$ cat src/rtl/assert_macros.svh
// Assertion macros shared by the deque RTL; empty bodies under synthesis.
`ifndef ASSERT_MACROS_SVH
`define ASSERT_MACROS_SVH
`ifndef SYNTHESIS
// Check a property on every clock edge while out of reset.
`define RBD_ASSERT(lbl, clk, rst_n, prop, msg) \
    lbl: assert property (@(posedge clk) disable iff (!(rst_n)) (prop)) else $error(msg);
// Check a property on every clock edge, reset included.
`define RBD_ASSERT_ALWAYS(lbl, clk, prop, msg) \
    lbl: assert property (@(posedge clk) (prop)) else $error(msg);
`else
`define RBD_ASSERT(lbl, clk, rst_n, prop, msg)
`define RBD_ASSERT_ALWAYS(lbl, clk, prop, msg)
`endif
`endif

$ cat src/rtl/rbd_pkg.sv
// Types, operation codes and sizes for the ring buffer deque.
package rbd_pkg;

    localparam int DEPTH_DEF = 8;
    localparam int ITEM_BITS = 3;
    localparam int OP_BITS   = 3;
    localparam int CNT_BITS  = 4;

    // Operation codes
    localparam logic [OP_BITS-1:0] OP_PUSH_BACK  = 3'd0;
    localparam logic [OP_BITS-1:0] OP_PUSH_FRONT = 3'd1;
    localparam logic [OP_BITS-1:0] OP_POP_FRONT  = 3'd2;
    localparam logic [OP_BITS-1:0] OP_PEEK_FRONT = 3'd3;
    localparam logic [OP_BITS-1:0] OP_STATUS     = 3'd4;

    typedef logic [ITEM_BITS-1:0] item_t;

    typedef struct packed {
        logic [OP_BITS-1:0] operation;
        item_t              item_in;
    } rbd_in_t;

    typedef struct packed {
        logic                ok;
        item_t               item_out;
        logic                is_empty;
        logic                is_full;
        logic [CNT_BITS-1:0] count;
    } rbd_out_t;

    // Per-cycle moves that every cell sees
    typedef struct packed {
        logic push_back;
        logic push_front;
        logic pop_front;
    } rbd_ctrl_t;

endpackage

$ cat src/rtl/rbd_cell.sv
// One storage cell of the deque row: loads, shifts toward front or back, or holds.
module rbd_cell
    import rbd_pkg::*;
#(
    parameter int INDEX = 0,
    parameter int CNT_W = 4
) (
    input  logic             aclk,
    input  rbd_ctrl_t        ctrl,
    input  logic [CNT_W-1:0] fill,
    input  item_t            item_in,
    input  item_t            from_front,
    input  item_t            from_back,
    output item_t            item_q
);

    item_t item_reg;
    item_t item_next;

    // Shift back on push front, shift forward on pop, load the first free cell on push back
    always_comb begin
        item_next = item_reg;
        if (ctrl.push_front) begin
            item_next = from_front;
        end else if (ctrl.pop_front) begin
            item_next = from_back;
        end else if (ctrl.push_back && (fill == CNT_W'(INDEX))) begin
            item_next = item_in;
        end
    end

    always_ff @(posedge aclk) begin
        item_reg <= item_next;
    end

    assign item_q = item_reg;

endmodule

$ cat src/rtl/ring_buffer_deque_top.sv
// Top level of the ring buffer deque: control, cell row and result register.
//
//  channel | ports                      | direction | payload
//  --------+----------------------------+-----------+-------------------------------------
//  s_      | s_valid s_ready s_data     | in        | operation, item_in
//  m_      | m_valid m_ready m_data     | out       | ok, item_out, is_empty, is_full, count
//
// One transaction per cycle while m_ready keeps the output drained: the cell row shifts or loads and the
// result lands in a single output register the cycle after acceptance.
// s_ready stays high while the output register is empty or being drained.
// Reset (aresetn low, synchronous) empties the deque; cell contents are not cleared.
// A stall on m_ready holds the result and blocks new input until it is taken.
module ring_buffer_deque_top
    import rbd_pkg::*;
#(
    parameter int DEPTH = DEPTH_DEF
) (
    input  logic     aclk,
    input  logic     aresetn,
    input  logic     s_valid,
    output logic     s_ready,
    input  rbd_in_t  s_data,
    output logic     m_valid,
    input  logic     m_ready,
    output rbd_out_t m_data
);

`include "assert_macros.svh"

    localparam int CNT_W = $clog2(DEPTH + 1);

    logic [CNT_W-1:0] count_reg;
    logic [CNT_W-1:0] count_next;
    logic             m_valid_reg;
    rbd_out_t         m_data_reg;
    rbd_out_t         res;
    rbd_ctrl_t        ctrl;
    logic             accept;
    logic             full;
    logic             empty;
    item_t            cell_q [DEPTH];

    assign accept  = s_valid && s_ready;
    assign s_ready = !m_valid_reg || m_ready;
    assign full    = (count_reg == CNT_W'(DEPTH));
    assign empty   = (count_reg == '0);

    // Decode the operation and form the result
    always_comb begin
        ctrl         = '0;
        count_next   = count_reg;
        res          = '0;
        case (s_data.operation)
            OP_PUSH_BACK: begin
                if (!full) begin
                    res.ok         = 1'b1;
                    ctrl.push_back = accept;
                    count_next     = count_reg + 1'b1;
                end
            end
            OP_PUSH_FRONT: begin
                if (!full) begin
                    res.ok          = 1'b1;
                    ctrl.push_front = accept;
                    count_next      = count_reg + 1'b1;
                end
            end
            OP_POP_FRONT: begin
                if (!empty) begin
                    res.ok         = 1'b1;
                    res.item_out   = cell_q[0];
                    ctrl.pop_front = accept;
                    count_next     = count_reg - 1'b1;
                end
            end
            OP_PEEK_FRONT: begin
                if (!empty) begin
                    res.ok       = 1'b1;
                    res.item_out = cell_q[0];
                end
            end
            OP_STATUS: begin
                res.ok = 1'b1;
            end
            default: begin
                res.ok = 1'b0;
            end
        endcase
        res.is_empty = (count_next == '0);
        res.is_full  = (count_next == CNT_W'(DEPTH));
        res.count    = CNT_BITS'(count_next);
    end

    // Row of cells, front at index zero
    for (genvar i = 0; i < DEPTH; i++) begin : g_cell
        item_t from_front;
        item_t from_back;
        if (i == 0) begin : g_first
            assign from_front = s_data.item_in;
        end else begin : g_mid_f
            assign from_front = cell_q[i-1];
        end
        if (i == DEPTH - 1) begin : g_last
            assign from_back = s_data.item_in;
        end else begin : g_mid_b
            assign from_back = cell_q[i+1];
        end
        rbd_cell #(
            .INDEX (i),
            .CNT_W (CNT_W)
        ) u_cell (
            .aclk       (aclk),
            .ctrl       (ctrl),
            .fill       (count_reg),
            .item_in    (s_data.item_in),
            .from_front (from_front),
            .from_back  (from_back),
            .item_q     (cell_q[i])
        );
    end

    // Advance occupancy and hold the result until taken
    always_ff @(posedge aclk) begin
        if (!aresetn) begin
            count_reg   <= '0;
            m_valid_reg <= 1'b0;
        end else begin
            if (accept) begin
                count_reg <= count_next;
            end
            if (accept) begin
                m_valid_reg <= 1'b1;
            end else if (m_ready) begin
                m_valid_reg <= 1'b0;
            end
        end
    end

    always_ff @(posedge aclk) begin
        if (accept) begin
            m_data_reg <= res;
        end
    end

    assign m_valid = m_valid_reg;
    assign m_data  = m_data_reg;

    `RBD_ASSERT_ALWAYS(a_count_range, aclk,
        !aresetn || (count_reg <= CNT_W'(DEPTH)), "occupancy above depth")
    `RBD_ASSERT(a_count_hold, aclk, aresetn,
        !accept |=> $stable(count_reg), "count moved with no transaction")
    `RBD_ASSERT(a_push_inc, aclk, aresetn,
        (accept && ctrl.push_back) |=> (count_reg == $past(count_reg) + 1'b1),
        "push back did not grow count")
    `RBD_ASSERT(a_pop_item, aclk, aresetn,
        (accept && ctrl.pop_front) |=> (m_data_reg.item_out == $past(cell_q[0])),
        "pop returned wrong front item")

endmodule

$ cat config.mk
export PLATFORM = sky130hd
export DESIGN_NAME = ring_buffer_deque_top
export DESIGN_NICKNAME = d
export VERILOG_FILES = /design/src/rtl/rbd_pkg.sv /design/src/rtl/rbd_cell.sv /design/src/rtl/ring_buffer_deque_top.sv
export VERILOG_INCLUDE_DIRS = /design/src /design/src/rtl
export SDC_FILE = /design/constraint.sdc
export NUM_CORES = 1
export LEC_CHECK = 0
export ABC_AREA = 0
export BUFFER_PORTS_ARGS = -buffer_cell sky130_fd_sc_hd__buf_2
export CAP_MARGIN = 0
export CORE_UTILIZATION = 35
export CTS_CLUSTER_DIAMETER = 100
export DETAILED_ROUTE_END_ITERATION = 8
export GPL_ROUTABILITY_DRIVEN = 0
export HOLD_SLACK_MARGIN = 0.15
export PLACE_DENSITY = 0.63
export REMOVE_ABC_BUFFERS = 1
export SYNTH_ARGS = -nofsm -noshare
export SYNTH_HDL_FRONTEND = slang
export SYNTH_SLANG_ARGS = --single-unit
$ cat constraint.sdc
create_clock -name aclk -period 3.1 [get_ports aclk]
set_input_delay 0.155 -clock aclk [delete_from_list [all_inputs] [get_ports aclk]]
set_output_delay 0.155 -clock aclk [all_outputs]
set_load 0.01 [all_outputs]
==> results.json, run 1 <==
{
  "outcome": "finished clean",
  "hold_buffers": 2,
  "fillerInstances": 565,
  "die-width_um": 80.98,
  "timing.critical_path.slowest_cell_delay_ps": 440,
  "final.hold.worst_slack_ps": 186.7,
  "path_delay_family": "simple AND/OR/NAND/NOR gates",
  "critPathLaunch": "count_reg[0]",
  "root_buffer": "clkbuf_8",
  "yosys_most_used_dff": "edfxtp_1",
  "post_cts_resized": 0,
  "critical_path.cell_chain": "inv_1 > ha_1 > nor2b_4 > nand2_2 > and4_1 > buf_4 > nor2_4 > o21ai_0",
  "synth_mux_area_frac": 0.03610,
  "asyncSetResetFlopFracSynth": 0,
  "crit_arrival_ps": 2260,
  "worst_setup_path_start_kind": "flop",
  "layout-drive-gt1-share": 0.3122,
  "post_drt_via_cell_ratio": 5.420,
  "timing.final.ws_setup_ps": 770.0,
  "total_global_route_track_usage": 0.1435,
  "timing.final.hold_violations": 0,
  "rrSetupSlack_ps": 770,
  "cts.sink_count": 39,
  "grt_start_max_net_pins": 26,
  "via_count": 1431,
  "critPathCaptureType": "flop",
  "synth.area.top_cells": "edfxtp_1 47%, a221o_1 8.3%, dfxtp_1 4.6%, nor3b_4 3.4%, ha_1 2.9%",
  "worst_slew_pin_tran_ps": 666.0,
  "grt_setup_unrepaired": "no",
  "net_switching_fraction_of_the_power": 0.2550,
  "vdd_drop_max_v": 0.0001798,
  "route.detailed.drc": 0,
  "global_route_wire_length_before_repair_mm": 6.831,
  "largest_register_ffs": 24,
  "holdPathStages": 3,
  "max_slew_margin": 0.5513,
  "finalNetCount": 203,
  "synth.yosys.warnings": 0,
  "io_pins": 22,
  "clock-skew-final_ps": 9.525,
  "numPortBuffers": 21,
  "p_leak_nw": 0.9025,
  "clkPwrFrac": 0.318,
  "path_max_fanout": 25,
  "area_share_of_fa_ha_maj_cells_after_synthesis": 0.02865,
  "clk_path_buf_depth": 2,
  "cts_tree": "done",
  "netlist_area_mm2": 0.002183,
  "synth_area_leader_cell": "edfxtp_1",
  "cts.reportedPaths.clkPinSlew_ps": 80,
  "first_iter_violations": 90,
  "share_of_the_synthesized_area_in_the_top_cell_type": 0.4676,
  "die_area_mm2": 0.006558,
  "detail_route.first_pass.iterations": 4,
  "crit-reg2reg-launch": "count_reg[0]",
  "required_ps": 3030,
  "synth-compound-area-share": 0.1811,
  "path_depth": 8,
  "floorplan.core_area_mm2": 0.005956,
  "grt_overflow_total": 0,
  "synth_xor_xnor_area_share": 0.01203,
  "timing_max_transition_violations_final": 0,
  "finalCritPeriodShare": 0.7516,
  "post-route-util": 0.4061,
  "launch_point_of_the_worst_hold_path": "m_ready",
  "die-height_um": 80.98,
  "share_of_power_burned_in_combinational_logic": 0.126,
  "synth.most_common_cell": "edfxtp_1",
  "wire_per_inst_um": 16.17,
  "initial_utilization": 0.3666,
  "area_growth_pct": 10.77,
  "reg2reg_to": "g_cell[4].u_cell.item_q[2]",
  "pre_cts_ws_ps": 778.1,
  "clock_tree.htree_level_count": 2,
  "synth_top_cells_by_count": "34 x edfxtp_1, 18 x a221o_1, 11 x inv_1, 11 x nand2_1, 7 x o21ai_0",
  "post_synth.cell_area_avg_um2": 13.15,
  "timing.critical_path.slowest_stage_cell": "dfxtp_1",
  "cts-buffers-inserted": 5,
  "postSynthCellCount": 166,
  "switching_power_mw": 0.2771,
  "path_class": "reg2reg",
  "synth-seq-area-share": 0.5135,
  "routed_wirelength_mm": 4.269,
  "count_of_flip_flops_with_a_built_in_enable_after_synthesis": 34,
  "insertedDiodeCount": 0,
  "detail-route-antenna-nets": 0,
  "setup_viol_count_final": 0,
  "power_report.internal_total_mw": 0.8094,
  "yosys.cell_types.count": 55,
  "crit_end": "g_cell[4].u_cell.item_q[2]",
  "clock_latency_ps": 300,
  "max-cap-violations": 0,
  "max_freq_mhz": 429.2,
  "critPathBufInv": 2,
  "min_period_ps": 2330,
  "place.detailed.hpwl_mm": 3.097,
  "combinational_family_with_the_most_area_after_synthesis": "compound AO/OA/AOI/OAI gates",
  "placementRows": 28,
  "synth_simple_gate_area_frac": 0.1679,
  "via_count_of_the_first_global_routing_pass": 1365,
  "worst_r2r_path_depth": 8,
  "hold_class": "in2reg",
  "yosys_register_bits": 39,
  "antenna_found_initial": 0,
  "setup_tns_ps": 0,
  "power_frac_seq": 0.556,
  "post-cts-setup-buffers": 0,
  "cellPowerDensity_mw_per_mm2": 449.3
}
-- layout by cell type, fill, tap and decap left out, types with 2 or more instances in the layout --
master | synthesis | routed
inv_1 | 11 | 11
buf_2 | 1 | 21
nor3_1 | 2 | 2
edfxtp_1 | 34 | 34
mux2_2 | 5 | 5
a221oi_1 | 2 | 2
a221o_1 | 18 | 18
clkbuf_8 | 0 | 5
dlygate4sd3_1 | 0 | 2
dfxtp_1 | 5 | 5
clkinvlp_4 | 0 | 2
a21oi_1 | 3 | 3
nor3b_4 | 4 | 4
xnor2_1 | 2 | 2
o21ai_0 | 7 | 7
nor2_1 | 5 | 5
a31oi_1 | 2 | 2
nand2_1 | 11 | 11
ha_1 | 5 | 5
buf_4 | 3 | 2
and3_2 | 3 | 3
mux2_1 | 2 | 2
o221a_2 | 2 | 2
-- cell families after synthesis --
logic type | Yosys count
buf+inv | 22
simple gates | 46
flops | 39
compound gates | 44
mux | 7
xor+xnor | 3
fa+ha+maj | 5
-- worst reg2reg max path: stages, from the launching register on --
cell and delay [ps]:
dfxtp_1 440, inv_1 140, ha_1 270, nor2b_4 150
nand2_2 100, and4_1 190, buf_4 320, nor2_4 100
o21ai_0 270
-- stage by stage --
step	instance area [um^2]	power [mW]	std cells
after global placement	2310	0.7495	254
after CTS	2419	1.094	264
after detailed placement	2310	0.7510	254
after global routing	2419	1.130	264
final	2419	1.087	264
after floorplan	2096	0.7043	156
-- power by group through the flow --
stage               clock network, mW  logic [mW]  registers [mW]
detailed placement                  0       0.135           0.616
finish                          0.346       0.137           0.604
global route                    0.374       0.150           0.606
global placement                    0       0.134           0.616
CTS                             0.352       0.138           0.604
floorplan                           0      0.0850           0.619
-- layer usage --
layer	GRT usage	routed length (um)	vias to the layer above
li1	-	-	698
met1	0.1895	1939	698
met4	0.07143	41	0
met5	0	0	-
met2	0.2227	2115	31
met3	0.02921	173	4
-- worst min path at each step --
stage | slack (ps) | endpoint
global route | 180 | m_valid
global placement | 440 | m_valid
floorplan | 280 | count_reg[0]
detailed placement | 450 | count_reg[2]
CTS | 180 | m_valid
finish | 190 | m_valid
-- final cells by class --
| type | instances | area (um^2) | share of cell area |
|---|---|---|---|
| well taps | 75 | 93.84 | 0.03880 |
| multi-input cells | 105 | 929.6 | 0.3844 |
| clock inverters | 3 | 20.02 | 0.008277 |
| inverters | 12 | 45.04 | 0.01862 |
| repair buffers | 25 | 140.1 | 0.05794 |
| flip-flops and latches | 39 | 1121 | 0.4635 |
| clock buffers | 5 | 68.82 | 0.02845 |
Note: power is estimated with default switching activity, not from simulation.
==> run 2: changes to the inputs <==
--- a/config.mk
+++ b/config.mk
@@ -6,7 +6,7 @@
 export SDC_FILE = /design/constraint.sdc
 export NUM_CORES = 1
 export LEC_CHECK = 0
-export ABC_AREA = 0
+export ABC_AREA = 1
 export BUFFER_PORTS_ARGS = -buffer_cell sky130_fd_sc_hd__buf_2
 export CAP_MARGIN = 0
 export CORE_UTILIZATION = 35
==> constraint.sdc (replaced) <==
create_clock -name aclk -period 2.3 [get_ports aclk]
set_input_delay 0.115 -clock aclk [delete_from_list [all_inputs] [get_ports aclk]]
set_output_delay 0.115 -clock aclk [all_outputs]
set_load 0.01 [all_outputs]
==> results.json, run 2 <==
{
  "vdd_drop_max_v": 0.0002541,
  "global_route_wire_length_before_repair_mm": 7.424,
  "min_period_ps": 2095,
  "post-cts-setup-buffers": 0,
  "count_of_flip_flops_with_a_built_in_enable_after_synthesis": 34,
  "path_max_fanout": 22,
  "layout-drive-gt1-share": 0.1845,
  "worstHoldEndpoint": "g_cell[0].u_cell.item_q[2]",
  "detail_route.first_pass.iterations": 4,
  "timing_max_transition_violations_final": 0,
  "via_count_of_the_first_global_routing_pass": 1630,
  "yosys_most_used_dff": "edfxtp_1",
  "post_drt_via_cell_ratio": 4.840,
  "reg2reg_to": "g_cell[7].u_cell.item_q[2]",
  "finalNetCount": 285,
  "numPortBuffers": 21,
  "crit-reg2reg-launch": "count_reg[1]",
  "clk_path_buf_depth": 2,
  "cts-buffers-inserted": 5,
  "clock_tree.htree_level_count": 2,
  "die-width_um": 79.61,
  "postSynthCellCount": 238,
  "insertedDiodeCount": 0,
  "post-layout-total-power_mw": 1.525,
  "netlist_area_mm2": 0.002108,
  "detail-route-antenna-nets": 0,
  "timing.final.hold_violations": 0,
  "route.detailed.drc": 0,
  "pre_cts_ws_ps": 12.83,
  "cts_tree": "done",
  "path_class": "reg2reg",
  "outcome": "finished clean",
  "cts.sink_count": 39,
  "setup_viol_count_final": 0,
  "worst_slew_pin_tran_ps": 511.6,
  "synth_area_leader_cell": "edfxtp_1",
  "die-height_um": 79.61,
  "share_of_power_burned_in_combinational_logic": 0.165,
  "clock_latency_ps": 290,
  "synth-seq-area-share": 0.5318,
  "finalCritPeriodShare": 0.9107,
  "max_slew_margin": 0.6553,
  "total_global_route_track_usage": 0.1562,
  "clkPwrFrac": 0.282,
  "critPathLaunch": "count_reg[1]",
  "worst_r2r_path_depth": 9,
  "place.detailed.hpwl_mm": 3.243,
  "launch_point_of_the_worst_hold_path": "s_data[2]",
  "max_freq_mhz": 477.4,
  "cellPowerDensity_mw_per_mm2": 628.8,
  "hold_class": "in2reg",
  "worst_setup_path_start_kind": "flop",
  "postPlaceCellArea_mm2": 0.002320,
  "fillerInstances": 557,
  "max-cap-violations": 0,
  "synth_top_cells_by_count": "85 x nand2_1, 34 x edfxtp_1, 30 x nand3_1, 22 x inv_1, 15 x nor2_1",
  "largest_register_ffs": 24,
  "die_area_mm2": 0.006338,
  "post-route-util": 0.4298,
  "final_cell_mix": "85 x nand2_1, 34 x edfxtp_1, 30 x nand3_1",
  "post_synth.cell_area_avg_um2": 8.858,
  "most_common_cell_after_layout_fill_and_taps_aside": "nand2_1",
  "grt_start_max_net_pins": 23,
  "wire_per_inst_um": 12.75,
  "synth.most_common_cell": "nand2_1",
  "area_growth_pct": 15.02,
  "cts.reportedPaths.clkPinSlew_ps": 70,
  "antenna_found_initial": 0,
  "initial_utilization": 0.3737,
  "placementRows": 27,
  "io_pins": 22,
  "share_of_the_synthesized_area_in_the_top_cell_type": 0.4843,
  "routed_wirelength_mm": 4.373,
  "clock-skew-final_ps": 4.878,
  "grt_setup_unrepaired": "no",
  "via_count": 1660,
  "power_frac_seq": 0.553,
  "synth.area.top_cells": "edfxtp_1 48%, nand2_1 15%, nand3_1 7.1%, dfxtp_1 4.7%, inv_1 3.9%",
  "final_design_area_no_fill_mm2": 0.002425,
  "grt_overflow_total": 0,
  "yosys_register_bits": 39,
  "setup_tns_ps": 0,
  "first_iter_violations": 80,
  "holdPathStages": 3,
  "timing.final.ws_setup_ps": 205.4,
  "required_ps": 2340,
  "critPathCaptureType": "flop",
  "net_switching_fraction_of_the_power": 0.2689,
  "crit_arrival_ps": 2140,
  "switching_power_mw": 0.4101,
  "p_leak_nw": 1.031,
  "yosys.cell_types.count": 23,
  "synth.yosys.warnings": 0,
  "power_report.internal_total_mw": 1.115,
  "rrSetupSlack_ps": 210,
  "asyncSetResetFlopFracSynth": 0,
  "floorplan.core_area_mm2": 0.005642,
  "root_buffer": "clkbuf_8"
}
## run 2: final cells by class
cell class | instances | area [um^2] | area share
flip-flops and latches | 39 | 1121 | 0.4623
multi-input cells | 169 | 858.3 | 0.3540
repair buffers | 31 | 185.2 | 0.07637
inverters | 24 | 90.09 | 0.03715
well taps | 72 | 90.09 | 0.03715
clock buffers | 6 | 72.57 | 0.02993
clock inverters | 2 | 7.507 | 0.003096
## run 2: power by group through the flow
stage	Combinational [mW]	Sequential, mW	Clock, mW
after floorplan	0.152	0.866	0
after global placement	0.247	0.857	0
after detailed placement	0.248	0.859	0
after CTS	0.252	0.844	0.447
after global routing	0.288	0.848	0.472
final	0.251	0.844	0.430
## run 2: routing by layer
| metal | track usage | share of wire |
|---|---|---|
| met1 | 0.1942 | 0.47 |
| met5 | 0 | 0 |
| met4 | 0.07636 | 0.024 |
| met3 | 0.03086 | 0.028 |
| met2 | 0.2573 | 0.48 |
## run 2: worst max-delay path: stages (launching register included)
cell	delay [ps]
dfxtp_1	450
inv_1	140
ha_1	290
nand3_2	140
nand2_1	110
nor3_4	190
buf_4	290
inv_1	100
nand2_1	80
nand2_1	60
## run 2: how the worst max path moves through the flow
stage / end / slack, ps
global placement: g_cell[3].u_cell.item_q[1] / 90
detailed placement: g_cell[1].u_cell.item_q[2] / 10
finish: g_cell[7].u_cell.item_q[2] / 210
floorplan: g_cell[4].u_cell.item_q[0] / -30
CTS: g_cell[1].u_cell.item_q[2] / 7
global route: g_cell[1].u_cell.item_q[0] / 40
## run 2: metrics by stage
stage,instances,hold slack (ps)
after floorplan,232,256.9
after global placement,333,383.3
after detailed placement,333,388.3
after CTS,343,166.3
after global routing,343,193.1
final,343,174.5
## run 2: timing repair
action / CTS / global route
resized for setup: 0 / 1
endpoints found under the hold margin: 3 / 0
hold buffers: 2 / 0
endpoints found under the setup margin: 0 / 30
## run 2: kinds of logic (layout without fill, tap and decap cells)
group,after synthesis,after routing,synth area share
and+or+nand+nor,149,149,0.3341
DFF,39,39,0.5318
buffers and inverters,30,63,0.06350
AOI/OAI and AO/OA,15,15,0.04095
adders and majority gates,5,5,0.02967
==> run 3: changes to the inputs <==
--- a/config.mk
+++ b/config.mk
@@ -9,12 +9,13 @@
 export ABC_AREA = 1
 export BUFFER_PORTS_ARGS = -buffer_cell sky130_fd_sc_hd__buf_2
 export CAP_MARGIN = 0
-export CORE_UTILIZATION = 35
+export CORE_UTILIZATION = 55
+export CTS_BUF_LIST = sky130_fd_sc_hd__clkbuf_4 sky130_fd_sc_hd__clkbuf_8
 export CTS_CLUSTER_DIAMETER = 100
 export DETAILED_ROUTE_END_ITERATION = 8
 export GPL_ROUTABILITY_DRIVEN = 0
 export HOLD_SLACK_MARGIN = 0.15
-export PLACE_DENSITY = 0.63
+export PLACE_DENSITY = 0.86
 export REMOVE_ABC_BUFFERS = 1
 export SYNTH_ARGS = -nofsm -noshare
 export SYNTH_HDL_FRONTEND = slang
==> results.json, run 3 (same netlist as run 2, synthesis figures left out) <==
{
  "grt_overflow_total": 0,
  "clkPwrFrac": 0.281,
  "critPathBufInv": 1,
  "max_freq_mhz": 481.3,
  "finalCritPeriodShare": 0.9033,
  "timing_max_transition_violations_final": 0,
  "path_delay_family": "compound AO/OA/AOI/OAI gates",
  "die_area_mm2": 0.004085,
  "detail_route.first_pass.iterations": 5,
  "die-width_um": 63.92,
  "clock_tree.htree_level_count": 2,
  "total_global_route_track_usage": 0.2319,
  "outcome": "finished clean",
  "path_max_fanout": 7,
  "placementRows": 22,
  "crit_arrival_ps": 2010,
  "fin_cells": 315,
  "net_switching_fraction_of_the_power": 0.2717,
  "path_class": "reg2reg",
  "insertedDiodeCount": 0,
  "wire_per_inst_um": 13.47,
  "timing.critical_path.slowest_stage_cell": "o31ai_1",
  "p_leak_nw": 1.014,
  "clock_latency_ps": 290,
  "hold_buffers": 2,
  "max-cap-violations": 0,
  "global_route_wire_length_before_repair_mm": 7.072,
  "worst_slew_pin_tran_ps": 551.9,
  "floorplan.core_area_mm2": 0.003661,
  "initial_utilization": 0.5759,
  "worst_setup_path_start_kind": "flop",
  "postPlaceCellArea_mm2": 0.002267,
  "required_ps": 2230,
  "power_report.internal_total_mw": 1.106,
  "via_count_of_the_first_global_routing_pass": 1560,
  "routed_wirelength_mm": 4.243,
  "max_slew_margin": 0.6289,
  "final_cell_mix": "85 x nand2_1, 34 x edfxtp_1, 30 x nand3_1",
  "timing.critical_path.slowest_cell_delay_ps": 520,
  "power_frac_seq": 0.556,
  "area_growth_pct": 12.17,
  "switching_power_mw": 0.4126,
  "post-cts-setup-buffers": 0,
  "clock-skew-final_ps": 4.515,
  "cts.sink_count": 39,
  "grt_start_max_net_pins": 23,
  "most_common_cell_after_layout_fill_and_taps_aside": "nand2_1",
  "setup_tns_ps": 0,
  "setup_viol_count_final": 0,
  "timing.final.hold_violations": 0,
  "place.detailed.hpwl_mm": 3.164,
  "io_pins": 22,
  "cts-buffers-inserted": 5,
  "critPathCaptureType": "flop",
  "largest_register_ffs": 24,
  "post-route-util": 0.6459,
  "vdd_drop_max_v": 0.0004529,
  "post-layout-total-power_mw": 1.518,
  "first_iter_violations": 111,
  "min_period_ps": 2078,
  "finalNetCount": 282,
  "die-height_um": 63.92,
  "place.detailed.instances": 306,
  "critical_path.cell_chain": "inv_1 > ha_1 > nand3_2 > nand3_1 > o31ai_1",
  "grt_setup_unrepaired": "no",
  "cts_tree": "done",
  "via_count": 1706,
  "layout-drive-gt1-share": 0.1798,
  "hold_class": "in2reg",
  "detail-route-antenna-nets": 0,
  "share_of_power_burned_in_combinational_logic": 0.163,
  "cellPowerDensity_mw_per_mm2": 642.1,
  "route.detailed.drc": 0,
  "post_cts_resized": 0,
  "clk_path_buf_depth": 2,
  "root_buffer": "clkbuf_8",
  "final_design_area_no_fill_mm2": 0.002365,
  "cts.reportedPaths.clkPinSlew_ps": 70,
  "antenna_found_initial": 0,
  "post_drt_via_cell_ratio": 5.416,
  "numPortBuffers": 21
}
run 3: cell types whose count changed in the layout (fill, tap and decap cells not counted):
cell / before / now
buf_4: 8 / 5
clkbuf_1: 1 / 0
clkinv_1: 2 / 1
clkinv_2: 0 / 1
nor2_2: 1 / 2
nor2_4: 1 / 0
run 3: cell type report:
type,count,area [um^2]
tap,48,60.06
inverter,24,90.09
multi-input combinational,169,853.3
fill,295,1296
sequential,39,1121
timing repair buffer,28,162.7
clock inverter,2,8.758
clock buffer,5,68.82
run 3: path summary, 6_finish.rpt:
check / from / end / slack (ps) / cells past startpoint
worst max-delay path: count_reg[1] / g_cell[7].u_cell.item_q[0] / 220 / 5
worst min-delay path: s_data[2] / g_cell[7].u_cell.item_q[2] / 160 / 3
worst max register to register: count_reg[1] / g_cell[7].u_cell.item_q[0] / 220 / 5
worst min register to register: m_valid / m_valid / 550 / 2
run 3: per-stage QoR:
step | worst slack (ps) | hold WS, ps
6_report | 222.4 | 164.6
2_1_floorplan | -30.19 | 256.9
3_3_place_gp | 345.9 | 380.0
4_1_cts | 202.3 | 153.7
3_5_place_dp | 218.3 | 383.3
5_1_grt | 38.73 | 168.0
run 3: worst register-to-register path, stage by stage (launching register included):
cell and delay (ps):
dfxtp_1 440, inv_1 140, ha_1 290, nand3_2 140
nand3_1 190, o31ai_1 520
run 3: power by group through the flow:
stage | combinational [mW] | clock (mW) | sequential (mW)
floorplan | 0.152 | 0 | 0.866
global placement | 0.234 | 0 | 0.858
detailed placement | 0.242 | 0 | 0.859
CTS | 0.246 | 0.435 | 0.844
global route | 0.276 | 0.459 | 0.848
finish | 0.248 | 0.427 | 0.844
run 3: layer usage:
layer  part of all wire  vias to the layer above  global-route usage
met5                  0                        -                   0
met4              0.016                        0             0.09375
met3              0.061                        6             0.05536
met2               0.50                       57              0.3710
met1               0.43                      793              0.3020
li1                   -                      850                   -
